**src/rtl/fis_pkg.sv**
```systemverilog
// Types, constants and cell opcodes shared by the free interval subtractor.
package fis_pkg;

    localparam int MAX_WINDOWS = 16;
    localparam int POS_BITS    = 16;
    localparam int CNT_BITS    = $clog2(MAX_WINDOWS + 1);
    localparam int IDX_BITS    = $clog2(MAX_WINDOWS);
    localparam int FIELD_BITS  = 16;

    typedef logic [POS_BITS-1:0]   t_pos;
    typedef logic [CNT_BITS-1:0]   t_cnt;
    typedef logic [IDX_BITS-1:0]   t_idx;
    typedef logic [FIELD_BITS-1:0] t_field;

    typedef struct packed {
        logic   has_obstacle;
        t_field edge_a;
        t_field edge_b;
        logic   last_of_scene;
    } t_req;

    typedef struct packed {
        t_field window_start;
        t_field window_end;
        logic   is_best;
        logic   no_window;
        logic   overflow;
        logic   last_window;
    } t_res;

    typedef struct packed {
        t_pos s;
        t_pos e;
    } t_window;

    typedef enum logic [2:0] {
        OP_HOLD    = 3'd0,
        OP_OPEN    = 3'd1,
        OP_UPDATE  = 3'd2,
        OP_COMPACT = 3'd3,
        OP_ROTATE  = 3'd4
    } t_cell_op;

    typedef struct packed {
        t_cell_op op;
        t_pos     lo;
        t_pos     hi;
        logic     room;
    } t_cell_ctl;

    typedef struct packed {
        logic active;
        logic shift;
        logic above;
        logic wrap;
    } t_lane;

endpackage

```
**src/rtl/free_interval_subtractor_core.sv**
```systemverilog
// Top level of the free interval subtractor: control, chain of window cells, result register.
//
//  channel   direction  handshake                       payload
//  request   in         start & !busy at rising edge    i_req  (t_req)
//  result    out        o_strobe, one cycle, no stall   o_res  (t_res)
//  config    in         i_cfg_we at rising edge         i_cfg_wdata (span_end)
//
// A request passes through S_UPDATE, then S_COMPACT, which removes killed windows one by one; the
// scene's last request adds a scan rotation of the cell chain, then an emit rotation, or a
// single emit step for an empty scene.
// Synchronous active-low reset clears the control state and sets span_end to 65535.
// Results leave on fixed cycles; the receiver cannot stall them.
module free_interval_subtractor_core import fis_pkg::*; (
    input  logic   i_clk,
    input  logic   i_rst_n,
    input  logic   start,
    output logic   busy,
    input  t_req   i_req,
    input  logic   i_cfg_we,
    input  t_field i_cfg_wdata,
    output logic   o_strobe,
    output t_res   o_res
);

    typedef enum logic [4:0] {
        S_IDLE    = 5'b00001,
        S_UPDATE  = 5'b00010,
        S_COMPACT = 5'b00100,
        S_SCAN    = 5'b01000,
        S_EMIT    = 5'b10000
    } t_state;

    t_state r_state, n_state;
    t_cnt   r_count, n_count;
    logic   r_scene_open, n_scene_open;
    logic   r_overflow, n_overflow;
    t_pos   r_span;
    t_pos   r_lo, n_lo;
    t_pos   r_hi, n_hi;
    logic   r_has, n_has;
    logic   r_last, n_last;
    t_idx   r_idx, n_idx;
    t_idx   r_best, n_best;
    t_pos   r_best_w, n_best_w;
    logic   r_strobe, n_strobe;
    t_res   r_res, n_res;

    t_cell_ctl ctl;
    t_window   win  [MAX_WINDOWS];
    logic [MAX_WINDOWS-1:0] kill_v;
    logic [MAX_WINDOWS-1:0] split_v;
    logic [MAX_WINDOWS-1:0] act_v;
    logic [MAX_WINDOWS-1:0] live_kill;
    logic [MAX_WINDOWS-1:0] low_kill;
    logic [MAX_WINDOWS-1:0] shift_v;
    logic [MAX_WINDOWS-1:0] above_v;
    logic [MAX_WINDOWS-1:0] wrap_v;
    t_window   base_win;
    t_pos      ea, eb;
    t_pos      head_w;
    logic      accept;
    logic      idx_last;

    assign accept   = start && (r_state == S_IDLE);
    assign busy     = (r_state != S_IDLE);
    assign o_strobe = r_strobe;
    assign o_res    = r_res;

    assign base_win.s = '0;
    assign base_win.e = r_span;
    assign head_w     = win[0].e - win[0].s;
    assign idx_last   = (CNT_BITS'(r_idx) == (r_count - t_cnt'(1)));

    always_comb begin
        for (int j = 0; j < MAX_WINDOWS; j++) begin
            act_v[j]  = (CNT_BITS'(j) < r_count);
            wrap_v[j] = (CNT_BITS'(j) == (r_count - t_cnt'(1)));
        end
    end

    assign live_kill = kill_v & act_v;
    assign low_kill  = live_kill & (~live_kill + MAX_WINDOWS'(1));
    assign shift_v   = (live_kill != '0) ? ~(low_kill - MAX_WINDOWS'(1)) : '0;
    assign above_v   = (split_v != '0)
                     ? ~((split_v - MAX_WINDOWS'(1)) | split_v | (split_v << 1)) : '0;

    genvar g;
    generate
        for (g = 0; g < MAX_WINDOWS; g++) begin : g_cell
            t_lane   lane;
            t_window prev_win;
            t_window next_win;
            logic    prev_split;
            logic    next_kill;

            assign lane.active = act_v[g];
            assign lane.shift  = shift_v[g];
            assign lane.above  = above_v[g];
            assign lane.wrap   = wrap_v[g];

            if (g == 0) begin : g_first
                assign prev_win   = base_win;
                assign prev_split = 1'b0;
            end else begin : g_mid
                assign prev_win   = win[g-1];
                assign prev_split = split_v[g-1];
            end

            if (g == MAX_WINDOWS - 1) begin : g_tail
                assign next_win  = win[g];
                assign next_kill = 1'b0;
            end else begin : g_body
                assign next_win  = win[g+1];
                assign next_kill = kill_v[g+1];
            end

            fis_cell u_cell (
                .i_clk        (i_clk),
                .i_rst_n      (i_rst_n),
                .i_ctl        (ctl),
                .i_lane       (lane),
                .i_prev       (prev_win),
                .i_prev_split (prev_split),
                .i_next       (next_win),
                .i_next_kill  (next_kill),
                .i_head       (win[0]),
                .o_win        (win[g]),
                .o_kill       (kill_v[g]),
                .o_split      (split_v[g])
            );
        end
    endgenerate

    always_comb begin
        ea = t_pos'(i_req.edge_a);
        eb = t_pos'(i_req.edge_b);
        if (ea > r_span) begin
            ea = r_span;
        end
        if (eb > r_span) begin
            eb = r_span;
        end
    end

    always_comb begin
        n_state      = r_state;
        n_count      = r_count;
        n_scene_open = r_scene_open;
        n_overflow   = r_overflow;
        n_lo         = r_lo;
        n_hi         = r_hi;
        n_has        = r_has;
        n_last       = r_last;
        n_idx        = r_idx;
        n_best       = r_best;
        n_best_w     = r_best_w;
        n_strobe     = 1'b0;
        n_res        = r_res;
        ctl.op       = OP_HOLD;
        ctl.lo       = r_lo;
        ctl.hi       = r_hi;
        ctl.room     = (r_count < t_cnt'(MAX_WINDOWS));

        case (r_state)
            S_IDLE: begin
                if (accept) begin
                    if (!r_scene_open) begin
                        ctl.op       = OP_OPEN;
                        n_count      = (r_span != '0) ? t_cnt'(1) : '0;
                        n_overflow   = 1'b0;
                        n_scene_open = 1'b1;
                    end
                    n_lo    = (ea < eb) ? ea : eb;
                    n_hi    = (ea < eb) ? eb : ea;
                    n_has   = i_req.has_obstacle && (ea != eb);
                    n_last  = i_req.last_of_scene;
                    n_state = S_UPDATE;
                end
            end
            S_UPDATE: begin
                if (r_has) begin
                    ctl.op = OP_UPDATE;
                    if (split_v != '0) begin
                        if (ctl.room) begin
                            n_count = r_count + t_cnt'(1);
                        end else begin
                            n_overflow = 1'b1;
                        end
                    end
                end
                n_state = S_COMPACT;
            end
            S_COMPACT: begin
                if (live_kill != '0) begin
                    ctl.op  = OP_COMPACT;
                    n_count = r_count - t_cnt'(1);
                end else if (r_last) begin
                    n_scene_open = 1'b0;
                    n_idx        = '0;
                    n_state      = (r_count != '0) ? S_SCAN : S_EMIT;
                end else begin
                    n_state = S_IDLE;
                end
            end
            S_SCAN: begin
                ctl.op = OP_ROTATE;
                if ((r_idx == '0) || (head_w > r_best_w)) begin
                    n_best   = r_idx;
                    n_best_w = head_w;
                end
                if (idx_last) begin
                    n_idx   = '0;
                    n_state = S_EMIT;
                end else begin
                    n_idx = r_idx + t_idx'(1);
                end
            end
            S_EMIT: begin
                n_strobe           = 1'b1;
                n_res.overflow     = r_overflow;
                if (r_count == '0) begin
                    n_res.window_start = '0;
                    n_res.window_end   = '0;
                    n_res.is_best      = 1'b0;
                    n_res.no_window    = 1'b1;
                    n_res.last_window  = 1'b1;
                    n_state            = S_IDLE;
                end else begin
                    ctl.op             = OP_ROTATE;
                    n_res.window_start = FIELD_BITS'(win[0].s);
                    n_res.window_end   = FIELD_BITS'(win[0].e);
                    n_res.is_best      = (r_idx == r_best);
                    n_res.no_window    = 1'b0;
                    n_res.last_window  = idx_last;
                    n_idx              = r_idx + t_idx'(1);
                    if (idx_last) begin
                        n_state = S_IDLE;
                    end
                end
            end
            default: begin
                n_state = S_IDLE;
            end
        endcase
    end

    always_ff @(posedge i_clk) begin
        if (!i_rst_n) begin
            r_state      <= S_IDLE;
            r_count      <= '0;
            r_scene_open <= 1'b0;
            r_overflow   <= 1'b0;
            r_strobe     <= 1'b0;
            r_has        <= 1'b0;
            r_last       <= 1'b0;
            r_idx        <= '0;
            r_span       <= t_pos'(16'hFFFF);
        end else begin
            r_state      <= n_state;
            r_count      <= n_count;
            r_scene_open <= n_scene_open;
            r_overflow   <= n_overflow;
            r_strobe     <= n_strobe;
            r_has        <= n_has;
            r_last       <= n_last;
            r_idx        <= n_idx;
            if (i_cfg_we) begin
                r_span <= t_pos'(i_cfg_wdata);
            end
        end
    end

    always_ff @(posedge i_clk) begin
        r_lo     <= n_lo;
        r_hi     <= n_hi;
        r_best   <= n_best;
        r_best_w <= n_best_w;
        r_res    <= n_res;
    end

endmodule

```
**src/rtl/fis_cell.sv**
```systemverilog
// One window cell of the chain: holds a window and updates it from its neighbors.
module fis_cell import fis_pkg::*; (
    input  logic      i_clk,
    input  logic      i_rst_n,
    input  t_cell_ctl i_ctl,
    input  t_lane     i_lane,
    input  t_window   i_prev,
    input  logic      i_prev_split,
    input  t_window   i_next,
    input  logic      i_next_kill,
    input  t_window   i_head,
    output t_window   o_win,
    output logic      o_kill,
    output logic      o_split
);

    t_window r_win;
    t_window n_win;
    logic    r_kill;
    logic    n_kill;
    logic    covered;
    logic    trim_end;
    logic    trim_start;

    assign covered    = (i_ctl.lo <= r_win.s) && (i_ctl.hi >= r_win.e);
    assign trim_end   = (i_ctl.lo > r_win.s) && (i_ctl.lo < r_win.e);
    assign trim_start = (i_ctl.hi > r_win.s) && (i_ctl.hi < r_win.e);
    assign o_split    = i_lane.active && (i_ctl.lo > r_win.s) && (i_ctl.hi < r_win.e);
    assign o_win      = r_win;
    assign o_kill     = r_kill;

    always_comb begin
        n_win  = r_win;
        n_kill = r_kill;
        case (i_ctl.op)
            OP_OPEN: begin
                n_win  = i_prev;
                n_kill = 1'b0;
            end
            OP_UPDATE: begin
                n_kill = 1'b0;
                if (o_split) begin
                    n_win.e = i_ctl.lo;
                end else if (i_prev_split) begin
                    if (i_ctl.room) begin
                        n_win.s = i_ctl.hi;
                        n_win.e = i_prev.e;
                    end
                end else if (i_lane.above) begin
                    if (i_ctl.room) begin
                        n_win = i_prev;
                    end
                end else if (i_lane.active) begin
                    if (covered) begin
                        n_kill = 1'b1;
                    end else if (trim_end) begin
                        n_win.e = i_ctl.lo;
                    end else if (trim_start) begin
                        n_win.s = i_ctl.hi;
                    end
                end
            end
            OP_COMPACT: begin
                if (i_lane.shift) begin
                    n_win  = i_next;
                    n_kill = i_next_kill;
                end
            end
            OP_ROTATE: begin
                n_win = i_lane.wrap ? i_head : i_next;
            end
            default: begin
            end
        endcase
    end

    always_ff @(posedge i_clk) begin
        if (!i_rst_n) begin
            r_kill <= 1'b0;
        end else begin
            r_kill <= n_kill;
        end
    end

    always_ff @(posedge i_clk) begin
        r_win <= n_win;
    end

endmodule

```
**config.mk**
```make
export PLATFORM = sky130hd
export DESIGN_NAME = free_interval_subtractor_core
export DESIGN_NICKNAME = d
export VERILOG_FILES = /design/src/rtl/fis_pkg.sv /design/src/rtl/free_interval_subtractor_core.sv /design/src/rtl/fis_cell.sv
export SDC_FILE = /design/constraint.sdc
export NUM_CORES = 2
export LEC_CHECK = 0
export ABC_AREA = 1
export BUFFER_PORTS_ARGS = -buffer_cell sky130_fd_sc_hd__clkbuf_2
export CAP_MARGIN = 20
export CELL_PAD_IN_SITES_DETAIL_PLACEMENT = 1
export CELL_PAD_IN_SITES_GLOBAL_PLACEMENT = 1
export CORE_ASPECT_RATIO = 0.75
export CORE_UTILIZATION = 25
export DETAILED_ROUTE_END_ITERATION = 8
export MAX_ROUTING_LAYER = met4
export PLACE_DENSITY = 0.55
export SYNTH_ARGS = -nofsm -noshare
export SYNTH_HDL_FRONTEND = slang
export SYNTH_SLANG_ARGS = --single-unit
export TNS_END_PERCENT = 100
```
**constraint.sdc**
```tcl
create_clock -name i_clk -period 7.33 [get_ports i_clk]
set_input_delay 1.0995 -clock i_clk [delete_from_list [all_inputs] [get_ports i_clk]]
set_output_delay 1.0995 -clock i_clk [all_outputs]
set_load 0.01 [all_outputs]
```
==> flow_metrics.tcl <==
set metrics [dict create \
    synth_edf_count 600 \
    dieHeight_um 442.6 \
    cap_violations 0 \
    startpoint "r_hi[0]$_DFFE_PP_" \
    grt_usage 0.2568 \
    initial_core_util 0.2518 \
    fin_skew_ps 50.34 \
    dp_hpwl_um 257600 \
    timing.final.setup_violations 0 \
    cts_setup_buffers 0 \
    clock_path_buffers 3 \
    final_area_um2 72560 \
    critPathSlowestCell "inv_2" \
    tightest_slew_ps 1161 \
    hold_path_class "reg2reg" \
    multi_input_area_um2 40390 \
    path_class "reg2reg" \
    cp.arrival_ps 6190 \
    crit_fanout 22 \
    nNetsFinal 9667 \
    dp_cells 11850 \
    final_max_slew_viol_count 0 \
    synth_top_family_by_area "compound AO/OA/AOI/OAI gates" \
    vias 67440 \
    synth_mux_area_frac 0 \
    critPathMaxStageDelay_ps 820 \
    top_layer "met4" \
    slew_headroom 0.2262 \
    synth.distinct_cells 61 \
    holdBufCountCts 0 \
    synthToLayoutAreaGrowth_pct 12.11 \
    p_leak_nw 31.58 \
    core_area_um2 257000 \
    grt_pass1_vias 66090 \
    yosys.area_share.simple 0.1541 \
    die-width_um 589.5 \
    ios 92 \
    clockRootBuffer "clkbuf_16" \
    placed_cell_area_um2 69790 \
    grt_setup_unrepaired "no" \
    fmax_mhz 172.0 \
    cts_buffers 87 \
    yosys_warnings 0 \
    ctsHtreeMaxLevel 3 \
    finalCritPeriodShare 0.7930 \
    syn_area_um2 64720 \
    die_area_um2 261000 \
    drc 0 \
    clock-sinks 651 \
    synth-seq-cells 651 \
    layout_common_cells "nand2_1 (1297), a21oi_1 (1223), ha_1 (1096), o21ai_0 (1076), inv_1 (985)" \
    status "completed" \
    layout_commonest_cell "nand2_1" \
    synth_compound_area_frac 0.2526 \
    drive_gt1_frac 0.06499 \
    cp.required_ps 7710 \
    peakVddDrop_mv 0.2487 \
    port_buffers 91 \
    routed_wirelength_um 335500 \
    wl_met3_um 24320 \
    via_per_inst 5.612 \
    synth_fa_ha_area_frac 0.2122 \
    hold_path.startpoint "r_overflow$_SDFFE_PN0P_" \
    std_cell_rows 161 \
    drt_iter0_drc 6628 \
    finalHoldViolCount 0 \
    cts_tree "done" \
    wire_per_inst_um 27.91 \
    gp_congestion 0.9410 \
    synthCells 8487 \
    crit_chain "inv_2 -> ha_1 -> inv_1 -> nand2_1 -> nand2_1 -> nand2_1 -> nand2_1 -> nand2_1 -> nand2_1 -> nand2_1 -> nand3_1 -> nor2_1 -> inv_1 -> nand2_1 -> nor2_1 -> nand3b_1 -> nand2_1 -> nand3_1 -> nand2_1 -> nor2_1 -> nand2_1 -> nor2_1 -> buf_4" \
    async_reset_ff_frac 0 \
    synthesis.nets 9638 \
    yosysSeqAreaShare 0.2941 \
    route.met2.wl_um 136500 \
    clk_pin_slew_ps 70 \
    antenna_found_initial 14 \
    total_power_mw 22.88 \
    synth_area_per_cell_um2 7.626 \
    wl_met1_um 166400 \
    post-route-min-period_ps 5813 \
    nFillCells 31120 \
    setup.worst_path.start_class "flop" \
    grt_max_degree 171 \
    r2r_start "r_hi[0]$_DFFE_PP_" \
    fin_setup_tns_ps 0 \
    clk_latency_ps 750 \
    cts_resized 0 \
    dr.pass1.iters 6 \
    synth-xor-area-share 0.002842 \
    setup.worst_path.end_class "flop" \
    grt_pass1_wl_um 479500 \
    cpMostUsedCell "nand2_1" \
    cellPowerDensity_nw_per_um2 315.4 \
    grt.overflow.total 0 \
    finalNonFillerCells 12020 \
    ant_nets 0 \
    ys.flop_type "edfxtp_1" \
    register_area_um2 19040 \
]
-- registers in the layout, summed over array words and instances (netlist names) --
name and flops:
r_overflow 1, g_cell.u_cell.o_win 512, r_span 16, r_scene_open 1, o_res 36, r_best_w 16
r_last 1, r_hi 16, o_strobe 1, g_cell.u_cell.o_kill 16, r_idx 4, r_count 5
r_lo 16, r_best 4, r_has 1, r_state 5
-- metal layers --
layer / GRT usage / up-vias
li1: - / 30460
met1: 0.3831 / 34090
met2: 0.3637 / 2548
met3: 0.03126 / 348
met4: 0.05820 / 0
met5: - / -
-- cell usage after synthesis (all sizes together) (3+ instances only) --
| master | n | area, µm² |
|---|---|---|
| clkbuf | 229 | 862.1 |
| dfxtp | 51 | 1021 |
| clkinv | 9 | 33.78 |
| nor3 | 79 | 400.4 |
| a22oi | 27 | 202.7 |
| a221oi | 23 | 201.4 |
| o221ai | 48 | 420.4 |
| edfxtp | 600 | 18020 |
| a21boi | 7 | 52.55 |
| a21o | 23 | 172.7 |
| o21bai | 7 | 52.55 |
| nand3 | 296 | 1509 |
| nand2 | 1329 | 5104 |
| a211oi | 23 | 172.7 |
| o21a | 34 | 255.2 |
| nor2 | 466 | 1819 |
| o211ai | 76 | 570.6 |
| o22ai | 38 | 237.7 |
| o21ai | 1266 | 6359 |
| and2 | 7 | 43.79 |
| ha | 1096 | 13710 |
| xor2 | 13 | 113.9 |
| a21oi | 1231 | 6168 |
| xnor2 | 8 | 70.07 |
| o31ai | 10 | 75.07 |
| inv | 1011 | 3795 |
| nor4 | 22 | 137.6 |
| o311ai | 3 | 26.28 |
| nand4 | 138 | 863.3 |
| buf | 142 | 755.7 |
| nand3b | 9 | 67.56 |
| o2111ai | 137 | 1200 |
| a31oi | 15 | 100.1 |
-- worst paths after layout --
| check | endpoint | slack, ps | cells past startpoint |
|---|---|---|---|
| worst max-delay path | g_cell[12].u_cell.o_win[22]$_DFFE_PP_ | 1520 | 23 |
| worst min-delay path | o_res[1]$_DFFE_PP_ | 460 | 0 |
| worst max register to register | g_cell[12].u_cell.o_win[22]$_DFFE_PP_ | 1520 | 23 |
| worst min register to register | o_res[1]$_DFFE_PP_ | 460 | 0 |
-- final cells by class --
| type | instances | area share |
|---|---|---|
| multi-input cells | 6445 | 0.5567 |
| inverters | 1020 | 0.05287 |
| well taps | 3423 | 0.05902 |
| flip-flops and latches | 651 | 0.2624 |
| clock buffers | 114 | 0.03197 |
| clock inverters | 45 | 0.005311 |
| diodes | 9 | 0.0003104 |
| repair buffers | 311 | 0.03145 |
-- report_power, final --
part / internal, mW / switching (mW) / total [mW]
registers: 5.15 / 0.508 / 5.66
clock network: 2.32 / 2.05 / 4.38
logic: 3.39 / 9.45 / 12.8
total: 10.9 / 12.0 / 22.9
-- critical path, delay by kind of cell (launching register included) --
kind | cells | cell delay, ps
DFF | 1 | 770
buffers and inverters | 4 | 1420
adders and majority gates | 1 | 270
and+or+nand+nor | 18 | 2970
-- cell families after synthesis --
kind of cell    count (synthesis)
compound gates               2977
xor+xnor                       21
fa+ha+maj                    1097
buf+inv                      1391
flops                         651
simple gates                 2350
-- through the flow --
step                  util  hold WS (ps)  setup WS [ps]
floorplan                -         409.0           1067
global placement    0.2712         425.2           1390
detailed placement  0.2715         437.1           1430
CTS                 0.2821         460.3           1643
global route        0.2822         481.1           1225
finish              0.2823         462.4           1517
No activity file was read; power rests on OpenSTA's default activity.
